`config.mk`:
```
export PLATFORM = sky130hd
export DESIGN_NAME = touch_gesture_classifier_flat
export DESIGN_NICKNAME = d
export VERILOG_FILES = /design/src/tgc_pkg.sv /design/src/tgc_sample_if.sv /design/src/tgc_result_if.sv /design/src/touch_gesture_classifier.sv /design/src/tgc_div.sv /design/src/flat_wrapper.sv
export SDC_FILE = /design/constraint.sdc
export NUM_CORES = 1
export LEC_CHECK = 0
export BUFFER_PORTS_ARGS = -buffer_cell sky130_fd_sc_hd__buf_2
export CORE_MARGIN = 2
export CORE_UTILIZATION = 40
export CTS_BUF_LIST = sky130_fd_sc_hd__clkbuf_4 sky130_fd_sc_hd__clkbuf_8 sky130_fd_sc_hd__clkbuf_16
export CTS_CLUSTER_SIZE = 25
export DETAILED_ROUTE_END_ITERATION = 8
export PLACE_DENSITY = 0.53
export SLEW_MARGIN = 30
export SYNTH_ARGS = -nofsm -noshare
export SYNTH_HDL_FRONTEND = slang
export SYNTH_SLANG_ARGS = --single-unit
```
`constraint.sdc`:
```
create_clock -name clk -period 9.5 [get_ports clk]
set_input_delay 0.95 -clock clk [delete_from_list [all_inputs] [get_ports clk]]
set_output_delay 0.95 -clock clk [all_outputs]
set_load 0.02 [all_outputs]
```
`src/tgc_pkg.sv`:
```
// Shared types, constants and codes of the touch gesture classifier.
`timescale 1ns / 1ps

package tgc_pkg;

    // Field widths
    localparam int RAW_W    = 11;
    localparam int LOG_W    = 12;
    localparam int TRAVEL_W = 13;
    localparam int TIME_W   = 32;
    localparam int TAB_W    = 3;
    localparam int CFG_IDX_W  = 3;
    localparam int CFG_DATA_W = 16;

    // Number of navigation tabs in the bottom band, 1 to 8
    localparam int NAV_TABS = 4;
    localparam logic [TAB_W-1:0] TAB_MAX = TAB_W'(NAV_TABS - 1);

    // Configuration register indexes
    localparam logic [CFG_IDX_W-1:0] CFG_SCROLL_THRESHOLD = 3'd0;
    localparam logic [CFG_IDX_W-1:0] CFG_HOLD_TIME_MS     = 3'd1;
    localparam logic [CFG_IDX_W-1:0] CFG_PANEL_WIDTH      = 3'd2;
    localparam logic [CFG_IDX_W-1:0] CFG_BAND_TOP         = 3'd3;
    localparam logic [CFG_IDX_W-1:0] CFG_BAND_BOTTOM      = 3'd4;
    localparam logic [CFG_IDX_W-1:0] CFG_LOGICAL_WIDTH    = 3'd5;
    localparam logic [CFG_IDX_W-1:0] CFG_TAB_WIDTH        = 3'd6;

    // Configuration reset values
    localparam logic [10:0] RST_SCROLL_THRESHOLD = 11'd48;
    localparam logic [15:0] RST_HOLD_TIME_MS     = 16'd280;
    localparam logic [11:0] RST_PANEL_WIDTH      = 12'd1024;
    localparam logic [10:0] RST_BAND_TOP         = 11'd802;
    localparam logic [11:0] RST_BAND_BOTTOM      = 12'd918;
    localparam logic [11:0] RST_LOGICAL_WIDTH    = 12'd768;
    localparam logic [11:0] RST_TAB_WIDTH        = 12'd192;

    // Tab divider: the dividend is a non-negative logical x
    localparam int DIVIDEND_W = RAW_W;
    localparam int DIVISOR_W  = LOG_W;
    localparam int DIV_CNT_W  = $clog2(DIVIDEND_W);

    typedef enum logic [1:0] {
        G_TAP  = 2'd0,
        G_UP   = 2'd1,
        G_DOWN = 2'd2
    } gesture_t;

    typedef enum logic [2:0] {
        S_IDLE,
        S_MAP,
        S_CLASS,
        S_TIME,
        S_BAND,
        S_DIV,
        S_EMIT
    } state_t;

    typedef struct packed {
        logic                  start;
        logic [DIVIDEND_W-1:0] dividend;
        logic [DIVISOR_W-1:0]  divisor;
    } tgc_div_ctrl_t;

    typedef struct packed {
        logic                  busy;
        logic                  done;
        logic [DIVIDEND_W-1:0] quotient;
    } tgc_div_stat_t;

endpackage

```
`src/tgc_sample_if.sv`:
```
// Touch sample channel: valid, ready and one panel sample.
`timescale 1ns / 1ps

interface tgc_sample_if;
    import tgc_pkg::*;

    logic              valid;
    logic              ready;
    logic              touched;
    logic [RAW_W-1:0]  raw_x;
    logic [RAW_W-1:0]  raw_y;
    logic [TIME_W-1:0] now_ms;

    modport source (output valid, output touched, output raw_x, output raw_y,
                    output now_ms, input ready);
    modport sink   (input valid, input touched, input raw_x, input raw_y,
                    input now_ms, output ready);
endinterface

```
`src/tgc_result_if.sv`:
```
// Gesture result channel: valid, ready and one classified gesture.
`timescale 1ns / 1ps

interface tgc_result_if;
    import tgc_pkg::*;

    logic                       valid;
    logic                       ready;
    gesture_t                   gesture;
    logic                       tab_valid;
    logic [TAB_W-1:0]           tab_index;
    logic [RAW_W-1:0]           start_raw_x;
    logic [RAW_W-1:0]           start_raw_y;
    logic signed [LOG_W-1:0]    start_x;
    logic signed [LOG_W-1:0]    start_y;
    logic signed [LOG_W-1:0]    end_x;
    logic signed [LOG_W-1:0]    end_y;
    logic signed [TRAVEL_W-1:0] travel_y;

    modport source (output valid, output gesture, output tab_valid, output tab_index,
                    output start_raw_x, output start_raw_y, output start_x,
                    output start_y, output end_x, output end_y, output travel_y,
                    input ready);
    modport sink   (input valid, input gesture, input tab_valid, input tab_index,
                    input start_raw_x, input start_raw_y, input start_x,
                    input start_y, input end_x, input end_y, input travel_y,
                    output ready);
endinterface

```
`src/touch_gesture_classifier.sv`:
```
// Top level of the tap and swipe classifier for a rotated touch panel.
//
//   Channel   Dir  Handshake             Payload
//   sample    in   valid / ready         touched, raw_x, raw_y, now_ms
//   result    out  valid / ready         gesture, tab fields, start/end points, travel_y
//   cfg       in   cfg_we, no ready      cfg_index selects register, cfg_data
//
// A release with nothing pending or a touch after its gesture went out ends at the map
// step; a held touch short of the hold time stops after the time step; a swipe goes
// from class to emit; a tap outside the tab band passes the band step, and a tap in
// the band also waits for the serial tab divider. The sample side is ready only
// while the sequencer idles. A finished result waits in the output register; the next
// sample is still taken, and only its own result waits for the register to empty.
// Reset clears the tracking state and loads the configuration defaults.
`timescale 1ns / 1ps

module touch_gesture_classifier (
    input  logic                              clk,
    input  logic                              rst_n,
    tgc_sample_if.sink                        sample,
    tgc_result_if.source                      result,
    input  logic                              cfg_we,
    input  logic [tgc_pkg::CFG_IDX_W-1:0]     cfg_index,
    input  logic [tgc_pkg::CFG_DATA_W-1:0]    cfg_data
);
    import tgc_pkg::*;

    state_t state_reg, state_next;

    // Configuration
    logic [10:0] thr_reg;
    logic [15:0] hold_reg;
    logic [11:0] pw_reg;
    logic [10:0] btop_reg;
    logic [11:0] bbot_reg;
    logic [11:0] lw_reg;
    logic [11:0] tw_reg;

    // Captured sample
    logic              touched_reg;
    logic [RAW_W-1:0]  rx_reg;
    logic [RAW_W-1:0]  ry_reg;
    logic [TIME_W-1:0] now_reg;

    // Gesture tracking state
    logic                    tracking_reg, tracking_next;
    logic                    emitted_reg, emitted_next;
    logic [TIME_W-1:0]       stime_reg, stime_next;
    logic [RAW_W-1:0]        srx_reg, srx_next;
    logic [RAW_W-1:0]        sry_reg, sry_next;
    logic signed [LOG_W-1:0] sx_reg, sx_next;
    logic signed [LOG_W-1:0] sy_reg, sy_next;
    logic signed [LOG_W-1:0] lx_reg, lx_next;
    logic signed [LOG_W-1:0] ly_reg, ly_next;

    // Result being built
    gesture_t         kind_reg, kind_next;
    logic             tabv_reg, tabv_next;
    logic [TAB_W-1:0] tabidx_reg, tabidx_next;

    // Output register
    logic                       ovalid_reg, ovalid_next;
    logic                       oload;
    gesture_t                   ogest_reg;
    logic                       otabv_reg;
    logic [TAB_W-1:0]           otabidx_reg;
    logic [RAW_W-1:0]           osrx_reg, osry_reg;
    logic signed [LOG_W-1:0]    osx_reg, osy_reg, oex_reg, oey_reg;
    logic signed [TRAVEL_W-1:0] otravel_reg;

    // Datapath terms
    logic signed [LOG_W-1:0]    lx_calc, ly_calc;
    logic signed [TRAVEL_W-1:0] dy, th, neg_th;
    gesture_t                   kind_calc;
    logic [TIME_W-1:0]          elapsed;
    logic                       hold_met;
    logic                       in_band;
    logic                       sample_fire;
    tgc_div_ctrl_t              div_ctrl;
    tgc_div_stat_t              div_stat;

    assign sample.ready = (state_reg == S_IDLE);
    assign sample_fire  = sample.valid && sample.ready;

    // Rotation: logical x is raw y, logical y mirrors raw x across the panel width.
    assign lx_calc = {1'b0, ry_reg};
    assign ly_calc = pw_reg - 12'd1 - {1'b0, rx_reg};

    assign dy     = {ly_reg[LOG_W-1], ly_reg} - {sy_reg[LOG_W-1], sy_reg};
    assign th     = {2'b00, thr_reg};
    assign neg_th = -th;

    always_comb
    begin
        if (dy <= neg_th)
            kind_calc = G_UP;
        else if (dy >= th)
            kind_calc = G_DOWN;
        else
            kind_calc = G_TAP;
    end

    assign elapsed  = now_reg - stime_reg;
    assign hold_met = elapsed >= {16'd0, hold_reg};

    // Start x is never negative, since it comes from an 11-bit raw y.
    assign in_band = !sx_reg[LOG_W-1] && (sx_reg < lw_reg)
                  && !sy_reg[LOG_W-1] && (sy_reg[LOG_W-2:0] >= btop_reg)
                  && (sy_reg < bbot_reg);

    assign div_ctrl.start    = (state_reg == S_BAND) && in_band && (tw_reg != '0);
    assign div_ctrl.dividend = sx_reg[DIVIDEND_W-1:0];
    assign div_ctrl.divisor  = tw_reg;

    tgc_div u_div (
        .clk   (clk),
        .rst_n (rst_n),
        .ctrl  (div_ctrl),
        .stat  (div_stat)
    );

    // Next state
    always_comb
    begin
        state_next = state_reg;
        case (state_reg)
            S_IDLE:
                if (sample.valid)
                    state_next = S_MAP;
            S_MAP:
                if (!touched_reg)
                    state_next = (tracking_reg && !emitted_reg) ? S_CLASS : S_IDLE;
                else
                    state_next = (tracking_reg && emitted_reg) ? S_IDLE : S_CLASS;
            S_CLASS:
                if (kind_calc != G_TAP)
                    state_next = S_EMIT;
                else
                    state_next = touched_reg ? S_TIME : S_BAND;
            S_TIME:
                state_next = hold_met ? S_BAND : S_IDLE;
            S_BAND:
                state_next = div_ctrl.start ? S_DIV : S_EMIT;
            S_DIV:
                if (div_stat.done)
                    state_next = S_EMIT;
            S_EMIT:
                if (!ovalid_reg || result.ready)
                    state_next = S_IDLE;
            default:
                state_next = S_IDLE;
        endcase
    end

    // Register updates per state
    always_comb
    begin
        tracking_next = tracking_reg;
        emitted_next  = emitted_reg;
        stime_next    = stime_reg;
        srx_next      = srx_reg;
        sry_next      = sry_reg;
        sx_next       = sx_reg;
        sy_next       = sy_reg;
        lx_next       = lx_reg;
        ly_next       = ly_reg;
        kind_next     = kind_reg;
        tabv_next     = tabv_reg;
        tabidx_next   = tabidx_reg;
        oload         = 1'b0;
        case (state_reg)
            S_MAP:
                if (!touched_reg)
                begin
                    tracking_next = 1'b0;
                    emitted_next  = 1'b0;
                end
                else
                begin
                    if (!tracking_reg)
                    begin
                        tracking_next = 1'b1;
                        emitted_next  = 1'b0;
                        stime_next    = now_reg;
                        srx_next      = rx_reg;
                        sry_next      = ry_reg;
                        sx_next       = lx_calc;
                        sy_next       = ly_calc;
                    end
                    lx_next = lx_calc;
                    ly_next = ly_calc;
                end
            S_CLASS:
            begin
                kind_next   = kind_calc;
                tabv_next   = 1'b0;
                tabidx_next = '0;
                // A swipe while held ends tracking at once.
                if (touched_reg && (kind_calc != G_TAP))
                begin
                    emitted_next  = 1'b1;
                    tracking_next = 1'b0;
                end
            end
            S_TIME:
                if (hold_met)
                    emitted_next = 1'b1;
            S_BAND:
            begin
                tabv_next = in_band;
                if (in_band && (tw_reg == '0))
                    tabidx_next = TAB_MAX;
            end
            S_DIV:
                if (div_stat.done)
                begin
                    if (div_stat.quotient > DIVIDEND_W'(TAB_MAX))
                        tabidx_next = TAB_MAX;
                    else
                        tabidx_next = div_stat.quotient[TAB_W-1:0];
                end
            S_EMIT:
                oload = !ovalid_reg || result.ready;
            default:
                oload = 1'b0;
        endcase
    end

    always_comb
    begin
        ovalid_next = ovalid_reg && !result.ready;
        if (oload)
            ovalid_next = 1'b1;
    end

    always_ff @(posedge clk or negedge rst_n)
    begin
        if (!rst_n)
        begin
            state_reg    <= S_IDLE;
            ovalid_reg   <= 1'b0;
            tracking_reg <= 1'b0;
            emitted_reg  <= 1'b0;
            stime_reg    <= '0;
            srx_reg      <= '0;
            sry_reg      <= '0;
            sx_reg       <= '0;
            sy_reg       <= '0;
            lx_reg       <= '0;
            ly_reg       <= '0;
            kind_reg     <= G_TAP;
            tabv_reg     <= 1'b0;
            tabidx_reg   <= '0;
        end
        else
        begin
            state_reg    <= state_next;
            ovalid_reg   <= ovalid_next;
            tracking_reg <= tracking_next;
            emitted_reg  <= emitted_next;
            stime_reg    <= stime_next;
            srx_reg      <= srx_next;
            sry_reg      <= sry_next;
            sx_reg       <= sx_next;
            sy_reg       <= sy_next;
            lx_reg       <= lx_next;
            ly_reg       <= ly_next;
            kind_reg     <= kind_next;
            tabv_reg     <= tabv_next;
            tabidx_reg   <= tabidx_next;
        end
    end

    always_ff @(posedge clk or negedge rst_n)
    begin
        if (!rst_n)
        begin
            thr_reg  <= RST_SCROLL_THRESHOLD;
            hold_reg <= RST_HOLD_TIME_MS;
            pw_reg   <= RST_PANEL_WIDTH;
            btop_reg <= RST_BAND_TOP;
            bbot_reg <= RST_BAND_BOTTOM;
            lw_reg   <= RST_LOGICAL_WIDTH;
            tw_reg   <= RST_TAB_WIDTH;
        end
        else if (cfg_we)
        begin
            case (cfg_index)
                CFG_SCROLL_THRESHOLD: thr_reg  <= cfg_data[10:0];
                CFG_HOLD_TIME_MS:     hold_reg <= cfg_data;
                CFG_PANEL_WIDTH:      pw_reg   <= cfg_data[11:0];
                CFG_BAND_TOP:         btop_reg <= cfg_data[10:0];
                CFG_BAND_BOTTOM:      bbot_reg <= cfg_data[11:0];
                CFG_LOGICAL_WIDTH:    lw_reg   <= cfg_data[11:0];
                CFG_TAB_WIDTH:        tw_reg   <= cfg_data[11:0];
                default:              thr_reg  <= thr_reg;
            endcase
        end
    end

    always_ff @(posedge clk)
    begin
        if (sample_fire)
        begin
            touched_reg <= sample.touched;
            rx_reg      <= sample.raw_x;
            ry_reg      <= sample.raw_y;
            now_reg     <= sample.now_ms;
        end
        if (oload)
        begin
            ogest_reg   <= kind_reg;
            otabv_reg   <= tabv_reg;
            otabidx_reg <= tabidx_reg;
            osrx_reg    <= srx_reg;
            osry_reg    <= sry_reg;
            osx_reg     <= sx_reg;
            osy_reg     <= sy_reg;
            oex_reg     <= lx_reg;
            oey_reg     <= ly_reg;
            otravel_reg <= dy;
        end
    end

    assign result.valid       = ovalid_reg;
    assign result.gesture     = ogest_reg;
    assign result.tab_valid   = otabv_reg;
    assign result.tab_index   = otabidx_reg;
    assign result.start_raw_x = osrx_reg;
    assign result.start_raw_y = osry_reg;
    assign result.start_x     = osx_reg;
    assign result.start_y     = osy_reg;
    assign result.end_x       = oex_reg;
    assign result.end_y       = oey_reg;
    assign result.travel_y    = otravel_reg;

    // A new result only ever comes out of the emit step.
    assert property (@(posedge clk) disable iff (!rst_n)
        $rose(ovalid_reg) |-> $past(state_reg == S_EMIT))
        else $error("result valid rose outside the emit step");

    // Only taps carry a tab hit, and the index is clamped.
    assert property (@(posedge clk) disable iff (!rst_n)
        result.valid && result.tab_valid |->
            (result.gesture == G_TAP) && (result.tab_index <= TAB_MAX))
        else $error("tab hit on a swipe or tab index out of range");

    // The sequencer leaves the divide step on the cycle after the divider finishes.
    assert property (@(posedge clk) disable iff (!rst_n)
        (state_reg == S_DIV) && div_stat.done |=> (state_reg == S_EMIT))
        else $error("divide step not left after divider finished");

    // No sample is taken while the divider is still working.
    assert property (@(posedge clk) disable iff (!rst_n)
        sample.ready |-> !div_stat.busy)
        else $error("sample side ready while divider busy");

endmodule

```
`src/tgc_div.sv`:
```
// Restoring divider, one quotient bit per cycle, for the tab hit index.
`timescale 1ns / 1ps

module tgc_div (
    input  logic                   clk,
    input  logic                   rst_n,
    input  tgc_pkg::tgc_div_ctrl_t ctrl,
    output tgc_pkg::tgc_div_stat_t stat
);
    import tgc_pkg::*;

    logic                  busy_reg, busy_next;
    logic                  done_reg, done_next;
    logic [DIV_CNT_W-1:0]  cnt_reg, cnt_next;
    logic [DIVISOR_W-1:0]  rem_reg, rem_next;
    logic [DIVIDEND_W-1:0] quo_reg, quo_next;
    logic [DIVISOR_W-1:0]  dvs_reg, dvs_next;
    logic [DIVISOR_W:0]    trial;
    logic                  fits;

    // The dividend shifts out of the top of quo_reg while quotient bits enter below.
    assign trial = {rem_reg, quo_reg[DIVIDEND_W-1]};
    assign fits  = trial >= {1'b0, dvs_reg};

    always_comb
    begin
        busy_next = busy_reg;
        done_next = 1'b0;
        cnt_next  = cnt_reg;
        rem_next  = rem_reg;
        quo_next  = quo_reg;
        dvs_next  = dvs_reg;
        if (ctrl.start)
        begin
            busy_next = 1'b1;
            cnt_next  = '0;
            rem_next  = '0;
            quo_next  = ctrl.dividend;
            dvs_next  = ctrl.divisor;
        end
        else if (busy_reg)
        begin
            quo_next = {quo_reg[DIVIDEND_W-2:0], fits};
            rem_next = fits ? DIVISOR_W'(trial - {1'b0, dvs_reg}) : trial[DIVISOR_W-1:0];
            cnt_next = cnt_reg + 1'b1;
            if (cnt_reg == DIV_CNT_W'(DIVIDEND_W - 1))
            begin
                busy_next = 1'b0;
                done_next = 1'b1;
            end
        end
    end

    always_ff @(posedge clk or negedge rst_n)
    begin
        if (!rst_n)
        begin
            busy_reg <= 1'b0;
            done_reg <= 1'b0;
            cnt_reg  <= '0;
        end
        else
        begin
            busy_reg <= busy_next;
            done_reg <= done_next;
            cnt_reg  <= cnt_next;
        end
    end

    always_ff @(posedge clk)
    begin
        rem_reg <= rem_next;
        quo_reg <= quo_next;
        dvs_reg <= dvs_next;
    end

    assign stat.busy     = busy_reg;
    assign stat.done     = done_reg;
    assign stat.quotient = quo_reg;

endmodule

```
`src/flat_wrapper.sv`:
```
// flat-port wrapper written by rule: the top's interface ports become plain ports
module touch_gesture_classifier_flat import tgc_pkg::*;
  (clk, rst_n, cfg_we, cfg_index, cfg_data, sample_valid, sample_touched, sample_raw_x, sample_raw_y, sample_now_ms, sample_ready, result_valid, result_gesture, result_tab_valid, result_tab_index, result_start_raw_x, result_start_raw_y, result_start_x, result_start_y, result_end_x, result_end_y, result_travel_y, result_ready);
  tgc_sample_if sample_i ();
  tgc_result_if result_i ();
  input  logic clk;
  input  logic rst_n;
  input  logic cfg_we;
  input  logic [tgc_pkg::CFG_IDX_W-1:0] cfg_index;
  input  logic [tgc_pkg::CFG_DATA_W-1:0] cfg_data;
  input wire logic [$bits(sample_i.valid)-1:0] sample_valid;
  input wire logic [$bits(sample_i.touched)-1:0] sample_touched;
  input wire logic [$bits(sample_i.raw_x)-1:0] sample_raw_x;
  input wire logic [$bits(sample_i.raw_y)-1:0] sample_raw_y;
  input wire logic [$bits(sample_i.now_ms)-1:0] sample_now_ms;
  output wire logic [$bits(sample_i.ready)-1:0] sample_ready;
  output wire logic [$bits(result_i.valid)-1:0] result_valid;
  output wire logic [$bits(result_i.gesture)-1:0] result_gesture;
  output wire logic [$bits(result_i.tab_valid)-1:0] result_tab_valid;
  output wire logic [$bits(result_i.tab_index)-1:0] result_tab_index;
  output wire logic [$bits(result_i.start_raw_x)-1:0] result_start_raw_x;
  output wire logic [$bits(result_i.start_raw_y)-1:0] result_start_raw_y;
  output wire logic [$bits(result_i.start_x)-1:0] result_start_x;
  output wire logic [$bits(result_i.start_y)-1:0] result_start_y;
  output wire logic [$bits(result_i.end_x)-1:0] result_end_x;
  output wire logic [$bits(result_i.end_y)-1:0] result_end_y;
  output wire logic [$bits(result_i.travel_y)-1:0] result_travel_y;
  input wire logic [$bits(result_i.ready)-1:0] result_ready;
  assign sample_i.valid = sample_valid;
  assign sample_i.touched = sample_touched;
  assign sample_i.raw_x = sample_raw_x;
  assign sample_i.raw_y = sample_raw_y;
  assign sample_i.now_ms = sample_now_ms;
  assign sample_ready = sample_i.ready;
  assign result_valid = result_i.valid;
  assign result_gesture = result_i.gesture;
  assign result_tab_valid = result_i.tab_valid;
  assign result_tab_index = result_i.tab_index;
  assign result_start_raw_x = result_i.start_raw_x;
  assign result_start_raw_y = result_i.start_raw_y;
  assign result_start_x = result_i.start_x;
  assign result_start_y = result_i.start_y;
  assign result_end_x = result_i.end_x;
  assign result_end_y = result_i.end_y;
  assign result_travel_y = result_i.travel_y;
  assign result_i.ready = result_ready;
  touch_gesture_classifier u_core (.clk(clk), .rst_n(rst_n), .sample(sample_i), .result(result_i), .cfg_we(cfg_we), .cfg_index(cfg_index), .cfg_data(cfg_data));
endmodule
```
# Yosys cells after proc, flatten, opt, wreduce, memory -nomap -nowiden
# Index checks and enable logic that the tools add are counted.
# word_totals
ff_bits,359
latchBits,0
ramBits,0
romBits,0
output_inout_bits,91
word_cells,153
mem_count,0
# classes
add_sub_neg,7
mul,0
div_mod_pow,0
order_cmp,8
n_eq_ne,20
shifts,0
mux,39
bitwise,1
reduce_logical,39
# op_table
cell,count
32-bit by 16-bit >= comparator with 1-bit output,1
32-bit subtractor,1
3-bit two-way mux,10
13-bit by 12-bit >= comparator with 1-bit output,2
11-bit two-way mux,2
3-bit case mux with 7 select lines,1
3-bit equality test (second input constant),6
2-bit AND reduction,9
1-bit two-way mux,14
13-bit <= comparator,1
11-bit negator with 13-bit output,1
12-bit by 12-bit subtractor with 13-bit output,1
3-bit by 2-bit equality test with 1-bit output (second input constant),4
12-bit logical NOT,1
11-bit by 12-bit < comparator with 1-bit output,1
12-bit < comparator,1
12-bit two-way mux,1
12-bit nonzero test,1
12-bit by 1-bit subtractor with 12-bit output (second input constant),1
12-bit by 11-bit subtractor with 12-bit output,1
12-bit subtractor,1
11-bit >= comparator,1
11-bit by 2-bit greater-than comparator with 1-bit output (second input constant),1
1-bit logical AND,11
19 further kinds,40

# Longest topological paths before layout
# logic_depth
word_depth,8
ltp_mapped,22
mapped_depth_nobuf,22

# Hierarchy
# From an unflattened synthesis, not the netlist that was laid out.
# unflattened
hier_cells,1670
hier_area_um2,18355.1
# modules_own_cells
mod,instances,cells_each,area_each_um2,seq_area_each_um2
touch_gesture_classifier,1,1443,16009.1,8638.3
tgc_div,1,227,2346.0,1081.0

# Worst setup path after synthesis
# Ideal clock, no wire load.
# synth_path
path_type,input to register
from,input result_ready
to,"register u_core.oex_reg[0], in the netlist u_core.result.end_x[0], enable pin"
setup_ns,0.519
t_arrival_ns,4.470
required_ns,8.981
setup_slack_ns,4.511
stages,2
path_buffers,0
path_cell_list,nand2b_1 > nor2b_1
# synth_between
elab_chain_len,2
# synth_lines
item,line,text
"start, declared",flat_wrapper.sv:28,input wire logic [$bits(result_i.ready)-1:0] result_ready;
1-bit logical OR,touch_gesture_classifier.sv:223,oload = !ovalid_reg || result.ready;
1-bit two-way mux,touch_gesture_classifier.sv:171,case (state_reg)
via u_core.oload,touch_gesture_classifier.sv:63,logic oload;
"end signal, assigned",touch_gesture_classifier.sv:319,oex_reg <= lx_reg;
"end, declared",touch_gesture_classifier.sv:68,"logic signed [LOG_W-1:0] osx_reg, osy_reg, oex_reg, oey_reg;"
# The timed path passes the listed nets, and every way through them passes these cells.
# A chain may end at the register's enable or synchronous reset.

# Worst setup path in the final report
# layout_path
from,register u_core.stime_reg[1]
to,register u_core.emitted_reg
# layout_between
elab_chain_len,4
# layout_lines
item,line,text
"start, declared",touch_gesture_classifier.sv:48,"logic [TIME_W-1:0] stime_reg, stime_next;"
"start signal, assigned",touch_gesture_classifier.sv:261,stime_reg <= stime_next;
32-bit subtractor,touch_gesture_classifier.sv:103,assign elapsed = now_reg - stime_reg;
32-bit by 16-bit >= comparator with 1-bit output,touch_gesture_classifier.sv:104,"assign hold_met = elapsed >= {16'd0, hold_reg};"
2-bit by 1-bit != test with 1-bit output (no source line),--,
4-bit AND reduction (no source line),--,
"end signal, assigned",touch_gesture_classifier.sv:260,emitted_reg <= emitted_next;
"end, declared",touch_gesture_classifier.sv:47,"logic emitted_reg, emitted_next;"
# Every way passes these cells.

==> flow_summary.json <==
{
  "cts_hold_buffers": 0,
  "finish.instance_area_sq_mm": 0.0211,
  "area_growth_pct": 15.9,
  "global_route_overflow": 0,
  "route.layer.met1.wl_um": 20900,
  "die-area_sq_mm": 0.0473,
  "htree_levels": 2,
  "finish.net_count": 2046,
  "static-leakage-power_nw": 9.19,
  "final_layout_size_suffix_gt1_share_pct": 19.7,
  "power.ir.vdd_worst_mv": 0.161,
  "timing.critical_path.slowest_stage_cell": "or4_1",
  "met2RoutedLength_um": 20700,
  "route.antenna.remaining_nets": 0,
  "dieHeight_um": 218,
  "tritoncts": "yes",
  "grt_setup_unrepaired": "false",
  "ys_ff_latch": 359,
  "coreArea_sq_mm": 0.0452,
  "outcome": "finished clean",
  "synth_edf_count": 154,
  "tritoncts_sinks": 359,
  "setup_total_neg_slack_ps": 0,
  "detail_route.wl_per_cell_um": 18.2,
  "cts_buffers": 40,
  "post_synth_instance_area_sq_mm": 0.0182,
  "setup-violations-final": 0,
  "floorplan.initialDensity_pct": 40.4,
  "layout_min_cycle_time_ps": 4960,
  "top_signal_layer_used": "met4",
  "number_of_placed_i_o_pins": 170,
  "yosysSeqAreaShare_pct": 53.3,
  "post_cts.repair.setup_buffers": 0,
  "synthCells": 1669,
  "drt_first_pass_iters": 6,
  "skew_ps": 9.88,
  "timing.critical_path.fanout_max": 3,
  "grt_first_pass_wirelength_um": 70300,
  "report.final.slew_viol_count": 0,
  "critPathCaptureType": "register",
  "worstSetupPathType": "register to register",
  "route.detailed.drc": 0,
  "place_congestion": 0.880,
  "post_synth.cell_area_avg_sq_um": 10.9,
  "rows": 78,
  "clkLatencyLatePin_ps": 550,
  "synth_ff_type": "dfrtp_1",
  "timing.critical_path.cells": "inv_1 -> ha_1 -> nor2b_1 -> o31a_1 -> or4_1 -> nand2_1 -> o21ai_0 -> a21o_1 -> xor2_1 -> ha_1 -> a21o_1 -> a21oi_1 -> o221ai_1 -> a221o_1 -> a211oi_1 -> nand4_1 -> a2111oi_0 -> nand4_1 -> o211ai_1 -> o221ai_1",
  "die_x_um": 218,
  "cts_resized": 0,
  "port_buffers": 167,
  "grt_antenna_before_repair": 0,
  "yosysWarningCount": 0,
  "power_density_mw_per_mm2": 372,
  "final_util_pct": 46.8,
  "post_synth_num_cell_types": 84,
  "cts.reportedPaths.clkPinSlew_ps": 60,
  "first_iter_violations": 807,
  "timing.critical_path.required_ps": 9920,
  "antenna-diode-count": 0,
  "r2r_slack_ps": 4540,
  "ctsLongestPathBuffers": 3,
  "ff2ff_path_depth": 20,
  "slew_hr_pct": 39.7,
  "startpoint_type": "register",
  "ys_async_sr_fraction_pct": 53.8,
  "dp_hpwl_um": 32400,
  "worst_slew_pin_tran_ps": 902,
  "finalWirelength_um": 44800,
  "grt_usage_pct": 19.2,
  "fmaxAchievable_ghz": 0.201,
  "routed-via-count": 12700,
  "max_cap_violations": 0,
  "min_period_over_period_pct": 52.3,
  "vias_in_the_first_global_route": 12700,
  "timing.hold.worst.class": "input pin to async pin",
  "worst_path_max_stage_delay_ps": 550,
  "via_per_inst": 5.16,
  "grt_max_degree": 77,
  "routed-wl-met3_um": 1710,
  "postPlaceCellArea_sq_mm": 0.0197,
  "critical_path_arrival_ps": 5380,
  "hold_viol": 0,
  "clockRootBuffer": "clkbuf_16"
}
## metrics by stage
step	instances	total power, mW	hold slack, ps	worst slack (ps)
6_report	2459	7.86	376	4540
5_1_grt	2459	8.52	382	4040
4_1_cts	2459	7.94	392	4540
3_5_place_dp	2387	6.19	430	4560
3_3_place_gp	2387	6.12	425	4740
2_1_floorplan	1670	5.20	417	4510
## layout make-up
type	count	area, sq um
fill	4173	24000
sequential	359	9720
multi-input combinational	1097	7710
clock buffer	51	1130
timing repair buffer	177	923
tap	600	751
inverter	154	578
clock inverter	21	329
## synth_stat cells (all sizes together) (4+ instances only)
master   count  area (sq um)
a311oi      12           105
o41ai        5          51.3
fa           4          80.1
nor3        34           170
and2         8          51.3
nand2b      15          93.8
and3        10          62.6
a2111oi      4          41.3
nand2      201           754
a21o        27           203
dfstp       20           526
o211ai      11          96.3
o31a         6          52.6
xnor2       33           289
o21ai      157           790
a211oi       8          60.1
nand3       25           130
ha         134          1680
inv        154           578
o31ai        7          52.6
nor2b       19           119
clkbuf      43           163
dfrtp      173          4330
edfxtp     154          4620
a31oi        5          46.3
mux2i        7          70.1
nor3b        7          52.6
o221ai       5          43.8
nor4        12           105
nor2        75           284
buf         17           128
or4          7          56.3
o21bai       8          60.1
xor2        18           158
mux2        76           856
or3         11          68.8
o21a        15           114
or2          5          31.3
dfxtp       12           240
nand4       16           100
a21oi       66           330
## worst max-delay path: cells and delay by family (launching register included)
kind,cells,cell delay [ps]
flops,1,380
xor+xnor,1,140
fa+ha+maj,2,590
buf+inv,1,70
simple gates,5,1230
compound gates,11,2420
## where the power goes
group	internal, mW	leakage [nW]	switching, mW
Clock	1.09	0.721	0.630
Combinational	1.46	4.60	2.10
Sequential	2.25	3.87	0.336
## kinds of logic after synthesis
family	Yosys count	synth area share [%]
simple gates	454	11.8
compound gates	366	12.7
flops	359	53.3
buf+inv	214	4.76
fa+ha+maj	140	9.75
mux	83	5.08
xor+xnor	52	2.57
other cells	1	0.0206
## cells in the final DEF (no fill, tap or decap), drive strengths merged, types with 25 or more instances in the layout
cell type,instances
xnor2,33
nand2,201
dfrtp,173
a21oi,66
inv,155
nor3,34
ha,134
mux2,76
o21ai,157
a21o,27
nor2,75
clkbuf,52
edfxtp,154
nand3,25
buf,176
## routing by layer
layer,track usage (%),up-vias
met5,0,-
met4,6.78,0
met3,3.35,76
met2,31.1,224
met1,25.9,6118
li1,-,6265
## final timing paths
kind | endpoint | start
min in group clk | u_core.result.start_raw_x[3] | u_core.srx_reg[3]
worst max register to register | u_core.emitted_reg | u_core.stime_reg[1]
worst max-delay path | u_core.emitted_reg | u_core.stime_reg[1]
worst min register to register | u_core.result.start_raw_x[3] | u_core.srx_reg[3]
max in group asynchronous | u_core.u_div.busy_reg | rst_n
worst min-delay path | u_core.srx_reg[8] | rst_n
Power figures use the tool's default switching activity.
